File: src/design/rdc_pkg.sv
// Package with the codes, widths and result type of the rotator direction controller.
package rdc_pkg;

  localparam int ELAPSED_W   = 22;
  localparam int TIMEOUT_W   = 12;
  localparam int REV_DELAY_W = 16;
  localparam int CODE_W      = 8;
  localparam int CFG_IDX_W   = 1;
  localparam int CFG_DATA_W  = 16;

  localparam logic [ELAPSED_W-1:0] ELAPSED_MAX   = {ELAPSED_W{1'b1}};
  localparam logic [ELAPSED_W-1:0] MS_PER_SECOND = ELAPSED_W'(1000);
  localparam logic [TIMEOUT_W-1:0]   TIMEOUT_RESET   = TIMEOUT_W'(60);
  localparam logic [REV_DELAY_W-1:0] REV_DELAY_RESET = REV_DELAY_W'(1000);

  localparam logic CMD_TICK    = 1'b0;
  localparam logic CMD_REQUEST = 1'b1;

  localparam logic [CFG_IDX_W-1:0] REG_TIMEOUT   = CFG_IDX_W'(0);
  localparam logic [CFG_IDX_W-1:0] REG_REV_DELAY = CFG_IDX_W'(1);

  typedef logic [1:0] dir_t;

  localparam dir_t DIR_NONE = 2'd0;
  localparam dir_t DIR_CW   = 2'd1;
  localparam dir_t DIR_CCW  = 2'd2;

  typedef struct packed {
    logic drive_ccw;
    logic drive_cw;
    logic request_ok;
    dir_t shown_direction;
    logic showing_pending;
    logic request_done;
    logic status_shown;
  } res_t;

endpackage

File: src/design/rotator_direction_controller_unit.sv
// Top level of the rotator direction controller: motor state, timeout, reversal wait, output queue.
//
//  channel | direction | handshake           | payload
//  --------+-----------+---------------------+------------------------------------------
//  in      | input     | in_tvalid/in_tready | tuser: cmd; tdata: request_code
//  out     | output    | out_tvalid/tready   | tuser: status_shown, request_done; tdata: rest
//  cfg     | input     | cfg_we              | cfg_addr register index, cfg_wdata value
//
// Each item is processed in the cycle of its transfer; a result, if any, is registered. One item
// per cycle is sustained unless output stalls fill the two-entry output queue (result register and
// skid register), which keeps input accepted while one result is stalled. in_tready drops only when
// both entries hold results. Reset is synchronous and active low; no clearing pass is needed.
module rotator_direction_controller_unit (
  input  logic                          clk,
  input  logic                          rst_n,
  input  logic                          in_tvalid,
  output logic                          in_tready,
  input  logic                          in_tuser,   // [0] cmd
  input  logic [rdc_pkg::CODE_W-1:0]    in_tdata,   // [7:0] request_code
  output logic                          out_tvalid,
  input  logic                          out_tready,
  output logic [1:0]                    out_tuser,  // [0] status_shown, [1] request_done
  output logic [7:0]                    out_tdata,  // [0] showing_pending, [2:1] shown_direction,
                                                    // [3] request_ok, [4] drive_cw,
                                                    // [5] drive_ccw, [7:6] zero
  input  logic                          cfg_we,
  input  logic [rdc_pkg::CFG_IDX_W-1:0] cfg_addr,
  input  logic [rdc_pkg::CFG_DATA_W-1:0] cfg_wdata
);
  import rdc_pkg::*;

  logic [ELAPSED_W-1:0]   timeout_ms_r;
  logic [REV_DELAY_W-1:0] rev_delay_r;

  dir_t                 moving_r, moving_nxt;
  dir_t                 pending_r, pending_nxt;
  dir_t                 previous_r, previous_nxt;
  logic [ELAPSED_W-1:0] elapsed_r, elapsed_nxt;
  logic                 wait_rep_r, wait_rep_nxt;
  logic                 cw_r, cw_nxt;
  logic                 ccw_r, ccw_nxt;

  res_t res_r, skid_r, res_new;
  logic out_vld_r, skid_vld_r;
  logic has_res, emit_status, emit_done, emit_ok;
  logic accept, take, reversal;
  logic [ELAPSED_W-1:0] elapsed_inc;

  assign accept    = in_tvalid && in_tready;
  assign take      = out_vld_r && out_tready;
  assign in_tready = !skid_vld_r;

  assign elapsed_inc = (elapsed_r == ELAPSED_MAX) ? elapsed_r : elapsed_r + 1'b1;
  assign reversal    = (previous_r == DIR_CW && pending_r == DIR_CCW) ||
                       (previous_r == DIR_CCW && pending_r == DIR_CW);

  always_comb begin
    moving_nxt   = moving_r;
    pending_nxt  = pending_r;
    previous_nxt = previous_r;
    elapsed_nxt  = elapsed_r;
    wait_rep_nxt = wait_rep_r;
    cw_nxt       = cw_r;
    ccw_nxt      = ccw_r;
    has_res      = 1'b0;
    emit_status  = 1'b0;
    emit_done    = 1'b0;
    emit_ok      = 1'b0;
    if (in_tuser == CMD_TICK) begin
      elapsed_nxt = elapsed_inc;
      if (moving_r != DIR_NONE && elapsed_inc >= timeout_ms_r) begin
        cw_nxt       = 1'b0;
        ccw_nxt      = 1'b0;
        elapsed_nxt  = '0;
        previous_nxt = moving_r;
        moving_nxt   = DIR_NONE;
        has_res      = 1'b1;
        emit_status  = 1'b1;
      end else if (pending_r != DIR_NONE) begin
        if (reversal && elapsed_inc <= ELAPSED_W'(rev_delay_r)) begin
          if (!wait_rep_r) begin
            wait_rep_nxt = 1'b1;
            has_res      = 1'b1;
            emit_status  = 1'b1;
          end
        end else begin
          if (pending_r == DIR_CW) begin
            cw_nxt = 1'b1;
          end else if (pending_r == DIR_CCW) begin
            ccw_nxt = 1'b1;
          end
          elapsed_nxt = '0;
          moving_nxt  = pending_r;
          pending_nxt = DIR_NONE;
          has_res     = 1'b1;
          emit_status = 1'b1;
        end
      end
    end else begin
      has_res   = 1'b1;
      emit_done = 1'b1;
      if (in_tdata == CODE_W'(DIR_NONE)) begin
        pending_nxt = DIR_NONE;
      end
      if (in_tdata == CODE_W'(moving_r)) begin
        emit_status = 1'b1;
        emit_ok     = 1'b1;
      end else begin
        if (moving_r != DIR_NONE) begin
          cw_nxt       = 1'b0;
          ccw_nxt      = 1'b0;
          elapsed_nxt  = '0;
          previous_nxt = moving_r;
          moving_nxt   = DIR_NONE;
        end
        if (in_tdata == CODE_W'(DIR_NONE)) begin
          emit_status = 1'b1;
          emit_ok     = 1'b1;
        end else if (in_tdata == CODE_W'(DIR_CW) || in_tdata == CODE_W'(DIR_CCW)) begin
          pending_nxt  = dir_t'(in_tdata[1:0]);
          wait_rep_nxt = 1'b0;
          emit_ok      = 1'b1;
        end
      end
    end
  end

  always_comb begin
    res_new                 = '0;
    res_new.status_shown    = emit_status;
    res_new.request_done    = emit_done;
    res_new.request_ok      = emit_ok;
    res_new.drive_cw        = cw_nxt;
    res_new.drive_ccw       = ccw_nxt;
    if (emit_status) begin
      if (pending_nxt != DIR_NONE) begin
        res_new.showing_pending = 1'b1;
        res_new.shown_direction = pending_nxt;
      end else begin
        res_new.shown_direction = moving_nxt;
      end
    end
  end

  always_ff @(posedge clk) begin
    if (!rst_n) begin
      timeout_ms_r <= ELAPSED_W'(TIMEOUT_RESET) * MS_PER_SECOND;
      rev_delay_r  <= REV_DELAY_RESET;
    end else if (cfg_we) begin
      if (cfg_addr == REG_TIMEOUT) begin
        timeout_ms_r <= ELAPSED_W'(cfg_wdata[TIMEOUT_W-1:0]) * MS_PER_SECOND;
      end else if (cfg_addr == REG_REV_DELAY) begin
        rev_delay_r <= cfg_wdata[REV_DELAY_W-1:0];
      end
    end
  end

  always_ff @(posedge clk) begin
    if (!rst_n) begin
      moving_r   <= DIR_NONE;
      pending_r  <= DIR_NONE;
      previous_r <= DIR_NONE;
      elapsed_r  <= '0;
      wait_rep_r <= 1'b0;
      cw_r       <= 1'b0;
      ccw_r      <= 1'b0;
    end else if (accept) begin
      moving_r   <= moving_nxt;
      pending_r  <= pending_nxt;
      previous_r <= previous_nxt;
      elapsed_r  <= elapsed_nxt;
      wait_rep_r <= wait_rep_nxt;
      cw_r       <= cw_nxt;
      ccw_r      <= ccw_nxt;
    end
  end

  always_ff @(posedge clk) begin
    if (!rst_n) begin
      out_vld_r  <= 1'b0;
      skid_vld_r <= 1'b0;
    end else if (skid_vld_r) begin
      if (take) begin
        out_vld_r  <= 1'b1;
        skid_vld_r <= 1'b0;
      end
    end else if (out_vld_r && !take) begin
      if (accept && has_res) begin
        skid_vld_r <= 1'b1;
      end
    end else begin
      out_vld_r <= accept && has_res;
    end
  end

  always_ff @(posedge clk) begin
    if (skid_vld_r) begin
      if (take) begin
        res_r <= skid_r;
      end
    end else if (out_vld_r && !take) begin
      if (accept && has_res) begin
        skid_r <= res_new;
      end
    end else if (accept && has_res) begin
      res_r <= res_new;
    end
  end

  assign out_tvalid = out_vld_r;
  assign out_tuser  = {res_r.request_done, res_r.status_shown};
  assign out_tdata  = {2'b00, res_r.drive_ccw, res_r.drive_cw, res_r.request_ok,
                       res_r.shown_direction, res_r.showing_pending};

  a_drive_exclusive: assert property (@(posedge clk) disable iff (!rst_n)
    !(cw_r && ccw_r))
    else $error("Both drive levels are high.");

  a_drive_matches_motion: assert property (@(posedge clk) disable iff (!rst_n)
    (cw_r == (moving_r == DIR_CW)) && (ccw_r == (moving_r == DIR_CCW)))
    else $error("Drive levels disagree with the moving direction.");

  a_skid_behind_output: assert property (@(posedge clk) disable iff (!rst_n)
    skid_vld_r |-> out_vld_r)
    else $error("Skid register holds a result while the output register is empty.");

  a_skid_drains: assert property (@(posedge clk) disable iff (!rst_n)
    (skid_vld_r && out_tready) |=> (out_vld_r && !skid_vld_r))
    else $error("Skid register did not move into the output register after a transfer.");

endmodule

File: config.mk
export PLATFORM = sky130hd
export DESIGN_NAME = rotator_direction_controller_unit
export DESIGN_NICKNAME = d
export VERILOG_FILES = /design/src/design/rdc_pkg.sv /design/src/design/rotator_direction_controller_unit.sv
export SDC_FILE = /design/constraint.sdc
export NUM_CORES = 1
export LEC_CHECK = 0
export ABC_AREA = 1
export BUFFER_PORTS_ARGS = -buffer_cell sky130_fd_sc_hd__buf_2
export CELL_PAD_IN_SITES_DETAIL_PLACEMENT = 2
export CELL_PAD_IN_SITES_GLOBAL_PLACEMENT = 2
export CORE_UTILIZATION = 30
export CTS_CLUSTER_SIZE = 10
export DETAILED_ROUTE_END_ITERATION = 7
export PLACE_DENSITY_LB_ADDON = 0.1
export SYNTH_ARGS = -nofsm -noshare
export SYNTH_HDL_FRONTEND = slang
export SYNTH_SLANG_ARGS = --single-unit
File: constraint.sdc
create_clock -name clk -period 10.03 [get_ports clk]
set_input_delay 2.006 -clock clk [delete_from_list [all_inputs] [get_ports clk]]
set_output_delay 2.006 -clock clk [all_outputs]
set_load 0.02 [all_outputs]
## Word level (Yosys, flattened, before mapping)

Cells that the tools add are included.

| storage, ports and cells | value |
|---|---|
| register bits | 84 |
| output and inout bits | 12 |

| cells by class | value |
|---|---|
| $add $sub $neg | 1 |
| multiply operators | 1 |
| $lt $le $gt $ge | 2 |
| eq/ne operators | 15 |
| mux-type cells | 74 |
| bitwise operators | 2 |
| reduce and logical (&&, ||, !) cells | 28 |

Operator list:

| cell | count |
|---|---|
| $mux W22 | 7 |
| $mux W1 | 43 |
| $mux W2 | 19 |
| $mux W8 | 4 |
| $add A22 B1 Y22 const B | 1 |
| $eq A22 B22 Y1 const B | 1 |
| $ge A22 B22 Y1 | 1 |
| $le A22 B16 Y1 | 1 |
| $mul A12 B7 Y19 const B | 1 |
| $reduce_bool A2 Y1 | 7 |
| $reduce_and A3 Y1 | 3 |
| $eq A8 B1 Y1 const B | 1 |
| $eq A8 B2 Y1 | 1 |
| $eq A8 B2 Y1 const B | 1 |
| $logic_and A1 B1 Y1 | 8 |
| $logic_not A8 Y1 | 1 |
| $ne A2 B2 Y1 const B | 4 |
| $reduce_and A7 Y1 | 1 |
| $ne A2 B1 Y1 const B | 3 |
| $reduce_and A2 Y1 | 3 |
| $eq A2 B1 Y1 const B | 2 |
| $eq A2 B2 Y1 const B | 2 |
| $reduce_and A4 Y1 | 1 |
| $mux W3 | 1 |
| 3 further kinds | 6 |

## Logic depth before layout (Yosys ltp)

| logic depth | value |
|---|---|
| word-level depth | 14 |
| mapped depth | 30 |
| gate-level depth less buffers | 30 |

## Worst setup path after synthesis

OpenSTA, ideal clock, no wires.

| timing path | value |
|---|---|
| path kind | in2reg |
| from | input port cfg_wdata[0] (netlist bit) |
| to | register timeout_ms_r[20] |
| arrival | 5.388 ns |
| path slack | 4.527 ns |
| stages | 18 |
| path buffers | 0 |
| cells stage by stage | fa_1 inv_1 fa_1 fa_1 inv_1 fa_1 ha_1 nand3_1 nand3_1 nand3_1 o2111ai_1 nand2_1 inv_1 nor2_1 o21bai_1 xor2_1 o21ai_0 inv_1 |

| between the ends | value |
|---|---|
| longest elaborated chain between the ends | 1 |

RTL lines:

| item | line | text |
|---|---|---|
| start: declaration | rotator_direction_controller_unit.sv:28 | `input logic [rdc_pkg::CFG_DATA_W-1:0] cfg_wdata` |
| $mul A12 B7 Y19 | rotator_direction_controller_unit.sv:151 | `timeout_ms_r <= ELAPSED_W'(cfg_wdata[TIMEOUT_W-1:0]) * MS_PER_SECOND;` |
| end signal: assignment | rotator_direction_controller_unit.sv:147 | `timeout_ms_r <= ELAPSED_W'(TIMEOUT_RESET) * MS_PER_SECOND;` |
| end signal: assignment | rotator_direction_controller_unit.sv:151 |  |
| end: declaration | rotator_direction_controller_unit.sv:32 | `logic [ELAPSED_W-1:0] timeout_ms_r;` |

Every way passes these cells.
A chain may end at the register's enable or synchronous reset.

## Worst setup path after layout

Ends and elaborated chain as after synthesis.

==> impl_metrics.env <==
export IMPL_io_buffers=40
export IMPL_grtUsageTotal=0.184
export IMPL_vias_per_cell=4.96
export IMPL_holdCritPathClass="register to register"
export IMPL_grt_setup_unrepaired="false"
export IMPL_path_clk_slew_ps=70
export IMPL_cts_tree="built"
export IMPL_h_tree_depth=3
export IMPL_rows=54
export IMPL_nets=1062
export IMPL_pwr_density_cell_nw_per_um2=171
export IMPL_cp_start_kind="input pin"
export IMPL_cts_made_buffers=9
export IMPL_crit_fanout=6
export IMPL_postSynthAreaPerCell_um2=7.78
export IMPL_grt_pass1_vias=6652
export IMPL_diodes=0
export IMPL_period_minus_slack_ps=5610
export IMPL_worst_pin_slew_ps=815
export IMPL_cts_hold_buf=0
export IMPL_async_reset_ff_frac=0
export IMPL_synth_seq_cells=84
export IMPL_clock_sinks=84
export IMPL_yosysWarnings=0
export IMPL_gp_congestion=0.816
export IMPL_drive_above_1_share=0.0927
export IMPL_setup_tns_ps=0
export IMPL_num_vias=5940
export IMPL_io_pins=43
export IMPL_synthCells=878
export IMPL_nFillCells=2558
export IMPL_synth_common_cells="nand2_1, inv_1, ha_1"
export IMPL_status="finished, final reports clean"
export IMPL_overflow=0
export IMPL_drt_pass1_iterations=4
export IMPL_hold_viol=0
export IMPL_drc=0
export IMPL_syn_to_final_growth_pct=10.9
export IMPL_drv_slew=0
export IMPL_grt_first_pass_wirelength_um=34300
export IMPL_internal_power_uw=765
export IMPL_synth_top_area_share=0.199
export IMPL_ys_types=41
export IMPL_grt_max_degree=41
export IMPL_period_share=0.559
export IMPL_relSlewSlack=0.456
export IMPL_switching_power_uw=532
export IMPL_postRouteAntennaNets=0
export IMPL_start_util=0.309
export IMPL_wl_per_cell_um=17.1
export IMPL_die_h_um=153
export IMPL_cp_required_ps=10270
export IMPL_grt_antenna_before_repair=0
export IMPL_dp_final_hpwl_um=17100
export IMPL_use_met3=0.0198
export IMPL_drt_total_wl_um=20400
export IMPL_ys_seq_area_frac=0.270
export IMPL_fp_dieW_um=153
export IMPL_worst_skew_pair_late_latency_ps=350
export IMPL_fmax_ghz=0.178
export IMPL_power_frac_comb=0.459
export IMPL_setup_viol=0
export IMPL_grtUsageMet2=0.337
export IMPL_die_area_um2=23400
export IMPL_arrival_ps=5850
export IMPL_p_leak_uw=0.00357
export IMPL_top_usage_layer="met2"
export IMPL_ir_drop_uv=66.0
export IMPL_grt_use_met1=0.227
export IMPL_critPathKind="input pin to register"
export IMPL_power_frac_seq=0.291
export IMPL_clock_skew_ps=12.1
export IMPL_p_sw_frac=0.410
export IMPL_synthTopCellsByArea="dfxtp_1, ha_1, fa_1"
export IMPL_ys_flop_type="dfxtp_1"
export IMPL_synth_most_common_cell="nand2_1"
export IMPL_end_kind="register"
export IMPL_cts_buffer_depth=2
export IMPL_multi_input_area_um2=4400
export IMPL_coreArea_um2=22100
export IMPL_netlist_area_um2=6830
export IMPL_seqCellArea_um2=1840
export IMPL_clkPwrFrac=0.250
export IMPL_yosys_area_top_type="dfxtp_1"
export IMPL_drtIter0Drc=148
export IMPL_synth_edf_count=16
export IMPL_maxCapViolCount=0
export IMPL_ctsRootBufferMaster="clkbuf_16"
export IMPL_postCtsResizedCells=0
export IMPL_finalPower_uw=1300
export IMPL_cts_setup_buffers=0
==> registers in the layout, indices dropped and copies added (netlist names), 6 cells and up <==
signal / count
skid_r: 8
timeout_ms_r: 19
rev_delay_r: 16
elapsed_r: 22
out_tdata: 6
==> cells by family after synthesis <==
group | Yosys count | share of synthesized area
and+or+nand+nor | 338 | 0.212
buffers and inverters | 150 | 0.0869
AOI/OAI and AO/OA | 162 | 0.140
other | 1 | 0.000549
xor gates and xnor gates | 24 | 0.0308
DFF | 84 | 0.270
adders and majority gates | 119 | 0.260
==> worst paths after layout <==
| path | endpoint | start | slack [ps] | cells after the start |
|---|---|---|---|---|
| min | timeout_ms_r[7] | timeout_ms_r[7] | 480 | 2 |
| max | timeout_ms_r[20] | cfg_wdata[0] | 4420 | 19 |
| min reg2reg | timeout_ms_r[7] | timeout_ms_r[7] | 480 | 2 |
| max reg2reg | skid_r[7] | elapsed_r[0] | 5400 | 25 |
==> through the flow <==
stage	instance area (µm²)	hold slack (ps)	std cells	setup WS (ps)	utilization
global route	7570	504	1197	4170	0.343
CTS	7570	476	1197	4400	0.343
finish	7570	475	1197	4420	0.343
detailed placement	7290	464	1181	4020	0.330
global placement	7290	455	1181	4160	0.330
floorplan	6830	435	879	4530	-
==> worst max-delay path: stages <==
cell and delay (ps):
buf_2 140, fa_1 570, inv_1 70, fa_1 480
fa_1 520, inv_1 60, fa_1 450, ha_1 370
nand3_1 90, nand3_1 170, nand3_1 130, o2111ai_1 150
nand2_1 90, inv_1 50, nor2_1 100, o21bai_1 80
xor2_1 140, o21ai_0 140, inv_1 50
==> layer usage <==
metal  wire length [µm]  up-vias
met2              10300       48
li1                   -     2938
met1               9420     2933
met3                300       21
met4                387        0
met5                  0        -
==> power by group through the flow <==
stage	Combinational [µW]	Sequential [µW]	Clock [µW]
3_3_place_gp	579	385	0
2_1_floorplan	440	386	0
6_report	595	378	324
4_1_cts	610	378	335
5_1_grt	700	380	348
3_5_place_dp	605	386	0
==> placed cells by master (no fill, tap or decap), drive strengths merged, types with 4 or more instances in the layout <==
master    synthesis  final
a21oi            73     73
a22oi            15     15
buf               6     42
clkbuf           14      9
clkinvlp          0      4
dfxtp            68     68
edfxtp           16     16
fa               38     38
ha               81     81
inv             128    131
nand2           192    192
nand3            36     36
nand4             9      9
nor2             88     88
nor3              7      7
o211ai           20     20
o21ai            44     44
xnor2            11     11
xor2             13     13
==> cell type report <==
| cell class | count | area share |
|---|---|---|
| clock buffers | 9 | 0.0297 |
| flip-flops and latches | 84 | 0.243 |
| multi-input cells | 645 | 0.581 |
| repair buffers | 42 | 0.0284 |
| well taps | 280 | 0.0463 |
| inverters | 130 | 0.0644 |
| clock inverters | 7 | 0.00743 |
Power figures use the tool's default switching activity.
